File: src/sv/smt_phys_reg_admission_assert.svh
// Assertion macros shared by the register admission block.
`ifndef SMT_PHYS_REG_ADMISSION_ASSERT_SVH
`define SMT_PHYS_REG_ADMISSION_ASSERT_SVH

// Combinational implication checked on every rising clock edge outside reset.
`define SPRA_ASSERT_IMP(lbl, clkx, rstx, ante, cons) \
  lbl: assert property (@(posedge clkx) disable iff (rstx) (ante) |-> (cons)) \
    else $error("spra implication check failed");

// Next-cycle implication checked outside reset.
`define SPRA_ASSERT_NXT(lbl, clkx, rstx, ante, cons) \
  lbl: assert property (@(posedge clkx) disable iff (rstx) (ante) |=> (cons)) \
    else $error("spra next-cycle check failed");

// Condition that must hold in the cycle after reset is seen.
`define SPRA_ASSERT_RST(lbl, clkx, rstx, cons) \
  lbl: assert property (@(posedge clkx) (rstx) |=> (cons)) \
    else $error("spra post-reset check failed");

`endif

File: src/sv/spra_pkg.sv
// Shared types, constants and tables for the register admission block.
package spra_pkg;

  localparam int MAX_THREADS = 4;
  localparam int SLOT_COUNT  = 4;
  localparam int REG_BITS    = 10;
  localparam int NEED_BITS   = 4;
  localparam int TID_BITS    = 2;
  localparam int CNT_BITS    = 3;
  localparam int PCT_BITS    = 7;
  localparam int POL_BITS    = 2;

  // Queue depth shared by the front and result queues.
  localparam int QDEPTH    = 2;
  localparam int QPTR_BITS = 1;

  // Share = cap * ceil(2^13 / a) >> 13 is exact for 10-bit cap and a up to 7.
  localparam int SHARE_SHIFT = 13;
  localparam int SHARE_ONE   = 1 << SHARE_SHIFT;
  localparam int RECIP_BITS  = SHARE_SHIFT + 1;
  localparam logic [RECIP_BITS-1:0] RECIP [8] = '{
    RECIP_BITS'(SHARE_ONE),
    RECIP_BITS'(SHARE_ONE),
    RECIP_BITS'(SHARE_ONE / 2),
    RECIP_BITS'((SHARE_ONE + 2) / 3),
    RECIP_BITS'(SHARE_ONE / 4),
    RECIP_BITS'((SHARE_ONE + 4) / 5),
    RECIP_BITS'((SHARE_ONE + 5) / 6),
    RECIP_BITS'((SHARE_ONE + 6) / 7)
  };

  // Quota = (share * percent) * ceil(2^24 / 100) >> 24, exact for 17-bit products.
  localparam int PERCENT_DIV    = 100;
  localparam int QUOTA_SHIFT    = 24;
  localparam int QUOTA_MUL      = ((1 << QUOTA_SHIFT) + PERCENT_DIV - 1) / PERCENT_DIV;
  localparam int QUOTA_MUL_BITS = 18;
  localparam int QUOTA_BITS     = REG_BITS + 1;

  // Slots that exist in this configuration.
  localparam logic [SLOT_COUNT-1:0] LIVE_MASK = SLOT_COUNT'((1 << MAX_THREADS) - 1);

  typedef logic [REG_BITS-1:0] reg_t;

  typedef enum logic [POL_BITS-1:0] {
    POL_DYNAMIC = 2'd0,
    POL_STATIC  = 2'd1,
    POL_BORROW  = 2'd2
  } policy_t;

  typedef enum logic [1:0] {
    REG_POLICY  = 2'd0,
    REG_PERCENT = 2'd1,
    REG_FIXED   = 2'd2,
    REG_TCOUNT  = 2'd3
  } reg_idx_t;

  // Configuration register values seen by the back end.
  typedef struct packed {
    logic [POL_BITS-1:0] policy;
    logic [PCT_BITS-1:0] percent;
    reg_t                fixed_base;
    logic [CNT_BITS-1:0] tcount;
  } cfg_t;

  // One query with the fields derived by the front end.
  typedef struct packed {
    logic [TID_BITS-1:0]   tid;
    reg_t                  cap;
    reg_t                  freeq;
    logic [NEED_BITS-1:0]  need;
    reg_t [SLOT_COUNT-1:0] used;
    logic [SLOT_COUNT-1:0] donors;
    logic [SLOT_COUNT-1:0] active;
    logic [CNT_BITS-1:0]   act_cnt;
    logic                  any_active;
  } item_t;

  // One admission result.
  typedef struct packed {
    logic may;
    reg_t count;
    logic hit;
    reg_t blimit;
  } res_t;

endpackage

File: src/sv/spra_front.sv
// Front end: classifies incoming queries and buffers them for the back end.
module spra_front (
  input  logic                          clk,
  input  logic                          rst,
  input  logic                          push,
  input  spra_pkg::item_t               in_item,
  input  logic [spra_pkg::CNT_BITS-1:0] tcount,
  output logic                          full,
  output logic                          head_valid,
  output spra_pkg::item_t               head,
  input  logic                          pop
);
  import spra_pkg::*;

  item_t                 mem [QDEPTH];
  logic [QPTR_BITS-1:0]  wptr;
  logic [QPTR_BITS-1:0]  rptr;
  logic [QPTR_BITS:0]    count;
  item_t                 cls;
  logic [SLOT_COUNT-1:0] act_live;
  logic [CNT_BITS-1:0]   pc;
  logic                  wr;
  logic                  rd;

  // Count the live active threads; fall back to the configured count, or to one when that is zero.
  always_comb begin
    act_live = in_item.active & LIVE_MASK;
    pc = '0;
    for (int t = 0; t < SLOT_COUNT; t++) begin
      pc = pc + CNT_BITS'(act_live[t]);
    end
    cls = in_item;
    cls.active = act_live;
    cls.any_active = |act_live;
    if (pc != '0) begin
      cls.act_cnt = pc;
    end else if (tcount == '0) begin
      cls.act_cnt = CNT_BITS'(1);
    end else begin
      cls.act_cnt = tcount;
    end
  end

  assign full       = (count == (QPTR_BITS + 1)'(QDEPTH));
  assign head_valid = (count != '0);
  assign head       = mem[rptr];
  assign wr         = push && !full;
  assign rd         = pop && head_valid;

  // Queue storage.
  always_ff @(posedge clk) begin
    if (wr) begin
      mem[wptr] <= cls;
    end
  end

  // Queue pointers and fill count.
  always_ff @(posedge clk) begin
    if (rst) begin
      wptr  <= '0;
      rptr  <= '0;
      count <= '0;
    end else begin
      if (wr) begin
        wptr <= wptr + QPTR_BITS'(1);
      end
      if (rd) begin
        rptr <= rptr + QPTR_BITS'(1);
      end
      if (wr && !rd) begin
        count <= count + (QPTR_BITS + 1)'(1);
      end else if (rd && !wr) begin
        count <= count - (QPTR_BITS + 1)'(1);
      end
    end
  end

endmodule

File: src/sv/spra_back.sv
// Back end: six-stage pipeline that computes share, reservations and the verdict.
module spra_back (
  input  logic             clk,
  input  logic             rst,
  input  spra_pkg::cfg_t   cfg,
  input  logic             in_valid,
  input  spra_pkg::item_t  in_item,
  output logic             in_pop,
  input  logic             out_room,
  output logic             res_valid,
  output spra_pkg::res_t   res
);
  import spra_pkg::*;

  localparam int SPW = REG_BITS + RECIP_BITS;
  localparam int PPW = REG_BITS + PCT_BITS;
  localparam int QPW = PPW + QUOTA_MUL_BITS;
  localparam int SUMW = QUOTA_BITS + 2;

  logic en;

  // Stage valid bits.
  logic v1, v2, v3, v4, v5, v6;

  // Stage payloads.
  item_t                 it1, it2, it3, it4, it5;
  reg_t                  share1, share2, share3, share4;
  logic [PPW-1:0]        pprod2;
  reg_t                  base2, base3;
  logic [QUOTA_BITS-1:0] quota3;
  logic [QUOTA_BITS-1:0] term4 [SLOT_COUNT];
  reg_t                  mine4, mine5;
  reg_t                  limit5;
  reg_t                  blimit5;

  // Combinational stage results.
  logic [SPW-1:0]        sprod;
  reg_t                  share_c;
  reg_t                  base_c;
  logic [QPW-1:0]        qprod;
  logic [QUOTA_BITS-1:0] term_c [SLOT_COUNT];
  reg_t                  mine_c;
  logic [SUMW-1:0]       reserved_c;
  reg_t                  blimit_c;
  reg_t                  avail_c;
  logic [REG_BITS:0]     want_c;
  res_t                  res_c;

  // The whole pipeline advances while the result queue has room.
  assign en     = out_room;
  assign in_pop = en && in_valid;

  // Stage 1: fair share by reciprocal multiply.
  always_comb begin
    sprod   = SPW'(in_item.cap) * SPW'(RECIP[in_item.act_cnt]);
    share_c = REG_BITS'(sprod >> SHARE_SHIFT);
  end

  // Stage 2: base reserve and the quota numerator.
  always_comb begin
    if (cfg.fixed_base != '0) begin
      base_c = (cfg.fixed_base < share1) ? cfg.fixed_base : share1;
    end else begin
      base_c = (share1 > REG_BITS'(1)) ? share1 : REG_BITS'(1);
    end
  end

  // Stage 3: quota by reciprocal multiply.
  assign qprod = QPW'(pprod2) * QPW'(QUOTA_MUL);

  // Stage 4: reservation of each other active thread, and the requester's usage.
  always_comb begin
    logic [QUOTA_BITS-1:0] r;
    logic [QUOTA_BITS-1:0] u;
    for (int t = 0; t < SLOT_COUNT; t++) begin
      r = it3.donors[t] ? quota3 : QUOTA_BITS'(base3);
      u = QUOTA_BITS'(it3.used[t]);
      if (it3.any_active && it3.active[t] && (it3.tid != TID_BITS'(t))) begin
        term_c[t] = (u > r) ? u : r;
      end else begin
        term_c[t] = '0;
      end
    end
    mine_c = LIVE_MASK[it3.tid] ? it3.used[it3.tid] : '0;
  end

  // Stage 5: total reservation and the borrow limit.
  always_comb begin
    reserved_c = '0;
    for (int t = 0; t < SLOT_COUNT; t++) begin
      reserved_c = reserved_c + SUMW'(term4[t]);
    end
    if (reserved_c >= SUMW'(it4.cap)) begin
      blimit_c = '0;
    end else begin
      blimit_c = REG_BITS'(SUMW'(it4.cap) - reserved_c);
    end
  end

  // Stage 6: admission verdict under the configured policy.
  always_comb begin
    avail_c = (mine5 >= limit5) ? '0 : (limit5 - mine5);
    want_c  = (REG_BITS + 1)'(mine5) + (REG_BITS + 1)'(it5.need);
    res_c.blimit = blimit5;
    if (cfg.policy == POL_STATIC || cfg.policy == POL_BORROW) begin
      res_c.may   = (REG_BITS'(it5.need) <= it5.freeq) &&
                    (want_c <= (REG_BITS + 1)'(limit5));
      res_c.count = (avail_c < it5.freeq) ? avail_c : it5.freeq;
      res_c.hit   = (it5.freeq >= REG_BITS'(it5.need)) &&
                    (avail_c < REG_BITS'(it5.need));
    end else begin
      res_c.may   = (REG_BITS'(it5.need) <= it5.freeq);
      res_c.count = it5.freeq;
      res_c.hit   = 1'b0;
    end
  end

  // Stage valid bits.
  always_ff @(posedge clk) begin
    if (rst) begin
      v1 <= 1'b0;
      v2 <= 1'b0;
      v3 <= 1'b0;
      v4 <= 1'b0;
      v5 <= 1'b0;
      v6 <= 1'b0;
    end else if (en) begin
      v1 <= in_valid;
      v2 <= v1;
      v3 <= v2;
      v4 <= v3;
      v5 <= v4;
      v6 <= v5;
    end
  end

  // Stage payload registers.
  always_ff @(posedge clk) begin
    if (en) begin
      it1     <= in_item;
      share1  <= share_c;
      it2     <= it1;
      share2  <= share1;
      base2   <= base_c;
      pprod2  <= PPW'(share1) * PPW'(cfg.percent);
      it3     <= it2;
      share3  <= share2;
      base3   <= base2;
      quota3  <= QUOTA_BITS'(qprod >> QUOTA_SHIFT);
      it4     <= it3;
      share4  <= share3;
      term4   <= term_c;
      mine4   <= mine_c;
      it5     <= it4;
      mine5   <= mine4;
      blimit5 <= blimit_c;
      limit5  <= (cfg.policy == POL_BORROW) ? blimit_c : share4;
      res     <= res_c;
    end
  end

  assign res_valid = v6 && en;

endmodule

File: src/sv/spra_result_q.sv
// Result queue that holds finished admission results until they are taken.
module spra_result_q (
  input  logic           clk,
  input  logic           rst,
  input  logic           wr,
  input  spra_pkg::res_t wr_res,
  output logic           room,
  output logic           empty,
  output spra_pkg::res_t head,
  input  logic           pop
);
  import spra_pkg::*;

  res_t                 mem [QDEPTH];
  logic [QPTR_BITS-1:0] wptr;
  logic [QPTR_BITS-1:0] rptr;
  logic [QPTR_BITS:0]   count;
  logic                 rd;

  assign room  = (count != (QPTR_BITS + 1)'(QDEPTH));
  assign empty = (count == '0);
  assign head  = mem[rptr];
  assign rd    = pop && !empty;

  // Queue storage.
  always_ff @(posedge clk) begin
    if (wr) begin
      mem[wptr] <= wr_res;
    end
  end

  // Queue pointers and fill count.
  always_ff @(posedge clk) begin
    if (rst) begin
      wptr  <= '0;
      rptr  <= '0;
      count <= '0;
    end else begin
      if (wr) begin
        wptr <= wptr + QPTR_BITS'(1);
      end
      if (rd) begin
        rptr <= rptr + QPTR_BITS'(1);
      end
      if (wr && !rd) begin
        count <= count + (QPTR_BITS + 1)'(1);
      end else if (rd && !wr) begin
        count <= count - (QPTR_BITS + 1)'(1);
      end
    end
  end

endmodule

File: src/sv/smt_phys_reg_admission.sv
// Top level of the SMT physical register admission check.
// A query accepted into the front queue passes through the six back-end stages into the result queue.
// Throughput: one query per cycle, set by the six-stage back-end pipeline with no loop.
// The back end stalls as a whole only while the two-entry result queue is full.
// Reset (synchronous, active high) empties both queues and restores the register defaults.
module smt_phys_reg_admission (
  input  logic        clk,
  input  logic        rst,
  input  logic        psel,
  input  logic        penable,
  input  logic        pwrite,
  input  logic [3:0]  paddr,
  input  logic [31:0] pwdata,
  output logic [31:0] prdata,
  output logic        pready,
  input  logic        push,
  output logic        full,
  input  logic [1:0]  thread_id,
  input  logic [9:0]  class_capacity,
  input  logic [9:0]  free_count,
  input  logic [3:0]  count_needed,
  input  logic [9:0]  used_thread0,
  input  logic [9:0]  used_thread1,
  input  logic [9:0]  used_thread2,
  input  logic [9:0]  used_thread3,
  input  logic [3:0]  donor_mask,
  input  logic [3:0]  active_mask,
  output logic        empty,
  input  logic        pop,
  output logic        may_allocate,
  output logic [9:0]  allocatable_count,
  output logic        thread_limit_hit,
  output logic [9:0]  borrow_limit
);
  import spra_pkg::*;

  `include "smt_phys_reg_admission_assert.svh"

  cfg_t     cfg;
  reg_idx_t widx;
  logic     cfg_wr;
  item_t    in_item;
  item_t    mid_head;
  logic     mid_valid;
  logic     mid_pop;
  logic     out_room;
  logic     back_valid;
  res_t     back_res;
  res_t     head_res;

  assign pready = 1'b1;
  assign widx   = reg_idx_t'(paddr[3:2]);
  assign cfg_wr = psel && penable && pwrite && pready;

  // Configuration registers.
  always_ff @(posedge clk) begin
    if (rst) begin
      cfg.policy     <= POL_DYNAMIC;
      cfg.percent    <= '0;
      cfg.fixed_base <= '0;
      cfg.tcount     <= CNT_BITS'(1);
    end else if (cfg_wr) begin
      case (widx)
        REG_POLICY:  cfg.policy     <= pwdata[POL_BITS-1:0];
        REG_PERCENT: cfg.percent    <= pwdata[PCT_BITS-1:0];
        REG_FIXED:   cfg.fixed_base <= pwdata[REG_BITS-1:0];
        REG_TCOUNT:  cfg.tcount     <= pwdata[CNT_BITS-1:0];
        default:     cfg.policy     <= cfg.policy;
      endcase
    end
  end

  // Register read-back.
  always_comb begin
    case (widx)
      REG_POLICY:  prdata = 32'(cfg.policy);
      REG_PERCENT: prdata = 32'(cfg.percent);
      REG_FIXED:   prdata = 32'(cfg.fixed_base);
      REG_TCOUNT:  prdata = 32'(cfg.tcount);
      default:     prdata = '0;
    endcase
  end

  // Gather the query fields; the front end fills in the derived fields.
  always_comb begin
    in_item            = '0;
    in_item.tid        = thread_id;
    in_item.cap        = class_capacity;
    in_item.freeq      = free_count;
    in_item.need       = count_needed;
    in_item.used[0]    = used_thread0;
    in_item.used[1]    = used_thread1;
    in_item.used[2]    = used_thread2;
    in_item.used[3]    = used_thread3;
    in_item.donors     = donor_mask;
    in_item.active     = active_mask;
  end

  spra_front u_front (
    .clk        (clk),
    .rst        (rst),
    .push       (push),
    .in_item    (in_item),
    .tcount     (cfg.tcount),
    .full       (full),
    .head_valid (mid_valid),
    .head       (mid_head),
    .pop        (mid_pop)
  );

  spra_back u_back (
    .clk       (clk),
    .rst       (rst),
    .cfg       (cfg),
    .in_valid  (mid_valid),
    .in_item   (mid_head),
    .in_pop    (mid_pop),
    .out_room  (out_room),
    .res_valid (back_valid),
    .res       (back_res)
  );

  spra_result_q u_result_q (
    .clk    (clk),
    .rst    (rst),
    .wr     (back_valid),
    .wr_res (back_res),
    .room   (out_room),
    .empty  (empty),
    .head   (head_res),
    .pop    (pop)
  );

  assign may_allocate      = head_res.may;
  assign allocatable_count = head_res.count;
  assign thread_limit_hit  = head_res.hit;
  assign borrow_limit      = head_res.blimit;

  // Reset leaves both queues empty.
  `SPRA_ASSERT_RST(a_reset_empty, clk, rst, empty && !full)
  // A thread limit block and an admission grant exclude each other.
  `SPRA_ASSERT_IMP(a_hit_excl, clk, rst, !empty, !(may_allocate && thread_limit_hit))
  // A thread limit block means fewer registers remain than the largest request can need.
  `SPRA_ASSERT_IMP(a_hit_count, clk, rst, !empty && thread_limit_hit, allocatable_count < 10'd15)
  // A waiting result stays until it is taken.
  `SPRA_ASSERT_NXT(a_result_held, clk, rst, !empty && !pop, !empty)

endmodule

File: config.mk
export PLATFORM = sky130hd
export DESIGN_NAME = smt_phys_reg_admission
export DESIGN_NICKNAME = d
export VERILOG_FILES = /design/src/sv/spra_pkg.sv /design/src/sv/spra_front.sv /design/src/sv/spra_back.sv /design/src/sv/spra_result_q.sv /design/src/sv/smt_phys_reg_admission.sv
export VERILOG_INCLUDE_DIRS = /design/src /design/src/sv
export SDC_FILE = /design/constraint.sdc
export NUM_CORES = 2
export LEC_CHECK = 0
export BUFFER_PORTS_ARGS = -buffer_cell sky130_fd_sc_hd__buf_4
export CORE_AREA = 4 4 352 354
export DETAILED_ROUTE_END_ITERATION = 8
export DIE_AREA = 0 0 356 358
export GPL_TIMING_DRIVEN = 0
export SYNTH_ARGS = -nofsm -noshare
export SYNTH_HDL_FRONTEND = slang
export SYNTH_HIERARCHICAL = 1
export SYNTH_SLANG_ARGS = --single-unit
File: constraint.sdc
create_clock -name clk -period 15.3 [get_ports clk]
set_clock_uncertainty 0.15 [all_clocks]
set_input_delay 3.825 -clock clk [delete_from_list [all_inputs] [get_ports clk]]
set_output_delay 3.825 -clock clk [all_outputs]
set_load 0.02 [all_outputs]
==> flow_summary.toml <==
[place]
dp_hpwl_mm = 66.5
dp_cells = 4811
routabilityCongestion = 0.875
port_buffers = 125

[grt]
grt_max_degree = 74
grt_overflow = 0
grt_first_pass_wirelength_mm = 133
antenna_found_initial = 3
grt.total_usage = 0.134
grt_pass1_vias = 23567

[worst_setup_path]
end_kind = "output pin"
cp-start-kind = "input pin"
required_ns = 11.33
timing.rr.end = "u_back/share1[4]"
cp.arrival_ns = 4.94
cp-startpoint = "paddr[3]"
critPathKind = "in2out"
reg2reg_depth = 24
crit_fanout = 10
cp-endpoint = "prdata[8]"
r2r_setup_slack_ns = 7.52

[floorplan]
core_area_mm2 = 0.121
die_w_um = 356
die_area_mm2 = 0.127
dieHeight_um = 358
rows = 128
start_util = 0.337
io_pins = 174

[run_status]
status = "finished clean"

[timing]
fmax_mhz = 112
tightest_slew_ns = 1.06
setup_viol = 0
fin_crit_ns = 8.91
hold_violations = 0
finalMaxSlewViolations = 0
period_share = 0.582
max-slew-margin-rel = 0.295
rsz0062_at_grt = "no"

[routing]
met2WireLength_mm = 41.0
routed_via_density = 4.61
highest_layer = "met5"
dr_total_vias = 22812
drc = 0
drt_iter0_markers = 1518
final_antenna_net_count = 0
dr.pass1.iters = 5
drt-met1-wl_mm = 38.1
routedWlPerCell_um = 17.2
wirelength_mm = 85.1
met3_length_mm = 4.13

[cts]
cts_root_buffer = "clkbuf_16"
cts_tree = "built"
htreeDepth = 3
cts_setup_buffers = 0
clkSlewWorstSetupHoldPaths_ns = 0.06
clk_latency_ns = 0.63
cts.sinks = 695
cts_buffer_depth = 3
cts_hold_buf = 0
post_cts_resized = 0
cts_buffers = 75

[synthesis]
netlist_area_mm2 = 0.0408
synthSimpleGateAreaFrac = 0.0738
yosysSeqAreaShare = 0.502
synth.area.top_cells = "edfxtp_1 (48%), fa_1 (13%), ha_1 (11%)"
ys_ff_latch = 695
ys_types = 79
async_reset_ff_frac = 0
synth_warnings = 6
yosys.area.top_type = "edfxtp_1"
synth_edf_count = 657
synth_top_family_by_area = "adder cells"
synth_mux_area_frac = 0.0683
avgSynthCellArea_um2 = 13.5
synth-main-ff-cell = "edfxtp_1"
synth_xor_xnor_area_share = 0.0146
synthAdderAreaFrac = 0.241
synthCells = 3030
yosysTopAreaCellShare = 0.484
synth_compound_area_frac = 0.0478

[min_path]
hp-start = "u_back/it1[19]"
hold_class = "reg2reg"

[final_layout]
drive_gt1_frac = 0.133
nets = 4006
final_cells = 4946
syn2layout_area_growth_pct = 14.2
layout_common_cells = "edfxtp_1 (657), inv_1 (422), ha_1 (360)"
fillCellCount = 11546
final_common_cell = "edfxtp_1"

[flow_run]
cap_violations = 0
sequential cells by signal, summed over array words and instances, names as in the netlist, 10 cells and up, named ones only:
| name | cells |
|---|---|
| u_back/blimit5 | 10 |
| u_back/share2 | 10 |
| u_back/share1 | 10 |
| u_back/it5 | 14 |
| u_back/it3 | 75 |
| u_back/pprod2 | 17 |
| u_back/base2 | 10 |
| u_back/quota3 | 11 |
| cfg | 22 |
| u_back/term4 | 44 |
| u_back/share3 | 10 |
| u_back/share4 | 10 |
| u_back/it2 | 75 |
| u_back/mine4 | 10 |
| u_back/limit5 | 10 |
| u_front/mem | 156 |
| u_result_q/mem | 44 |
| u_back/it4 | 24 |
| u_back/mine5 | 10 |
| u_back/it1 | 75 |
| u_back/base3 | 10 |
| u_back/res | 22 |
cell usage after synthesis, types with 20 or more instances:
cell      count
mux2_4       20
nand2_1     192
o21ai_0      44
dfxtp_1      38
and3_1       29
nor2b_1      29
a21oi_1      79
fa_1        266
buf_4        24
clkbuf_1     51
o21a_1       29
nor2_1       74
edfxtp_1    657
xnor2_1      37
nor3_1       25
a21o_1       43
nand4_1      21
nand3_1      25
and2_1       62
nand2b_1     82
mux2i_1     103
inv_1       423
ha_1        360
mux2_2      105
xor2_1       31
layout make-up:
class,count,area (µm²),share of cell area
timing repair buffer,135,1200,0.0258
inverter,424,1590,0.0342
clock inverter,47,498,0.0107
buffer,100,526,0.0113
sequential,695,20500,0.440
clock buffer,87,1940,0.0417
antenna,1,2.50,0.0000538
tap,1625,2030,0.0437
multi-input combinational,1832,18300,0.392
kinds of logic (layout without fill, tap and decap cells):
| group | count (synthesis) | count (layout) |
|---|---|---|
| other cells | 2 | 24 |
| xor+xnor | 68 | 68 |
| flops | 695 | 695 |
| mux | 240 | 240 |
| fa+ha+maj | 626 | 626 |
| simple gates | 587 | 587 |
| compound gates | 288 | 288 |
| buf+inv | 524 | 793 |
layer usage:
layer  vias to the layer above  GRT usage
met3                       119     0.0228
met1                     11221      0.180
met4                         2     0.0331
met2                       454      0.226
met5                         -          0
li1                      11016          -
per-stage QoR:
stage               setup slack [ns]  instance area (µm²)   util  hold WS [ns]  TNS, ns
global placement               -3.38                43800  0.362         0.251  -817.62
detailed placement              6.42                44100  0.364         0.255        0
global route                    6.36                46600  0.384         0.268        0
finish                          6.39                46600  0.385         0.259        0
CTS                             6.42                46600  0.384         0.261        0
floorplan                       1.39                40900      -         0.250        0
critical path: stages:
cell	delay [ns]
buf_4	0.14
nor2b_4	0.20
buf_2	0.25
and2_1	0.31
buf_4	0.20
worst min path at each step:
stage | slack (ns) | end | cells past startpoint
finish | 0.26 | u_back/it2[19] | 0
floorplan | 0.25 | u_back/base3[0] | 0
CTS | 0.26 | u_back/it3[71] | 0
detailed placement | 0.25 | u_back/it2[28] | 0
global placement | 0.25 | u_back/it2[66] | 0
global route | 0.27 | u_back/it2[46] | 0
Power is not shown: default switching activity piles up to over one toggle a cycle in this logic, so the estimate is an artifact.
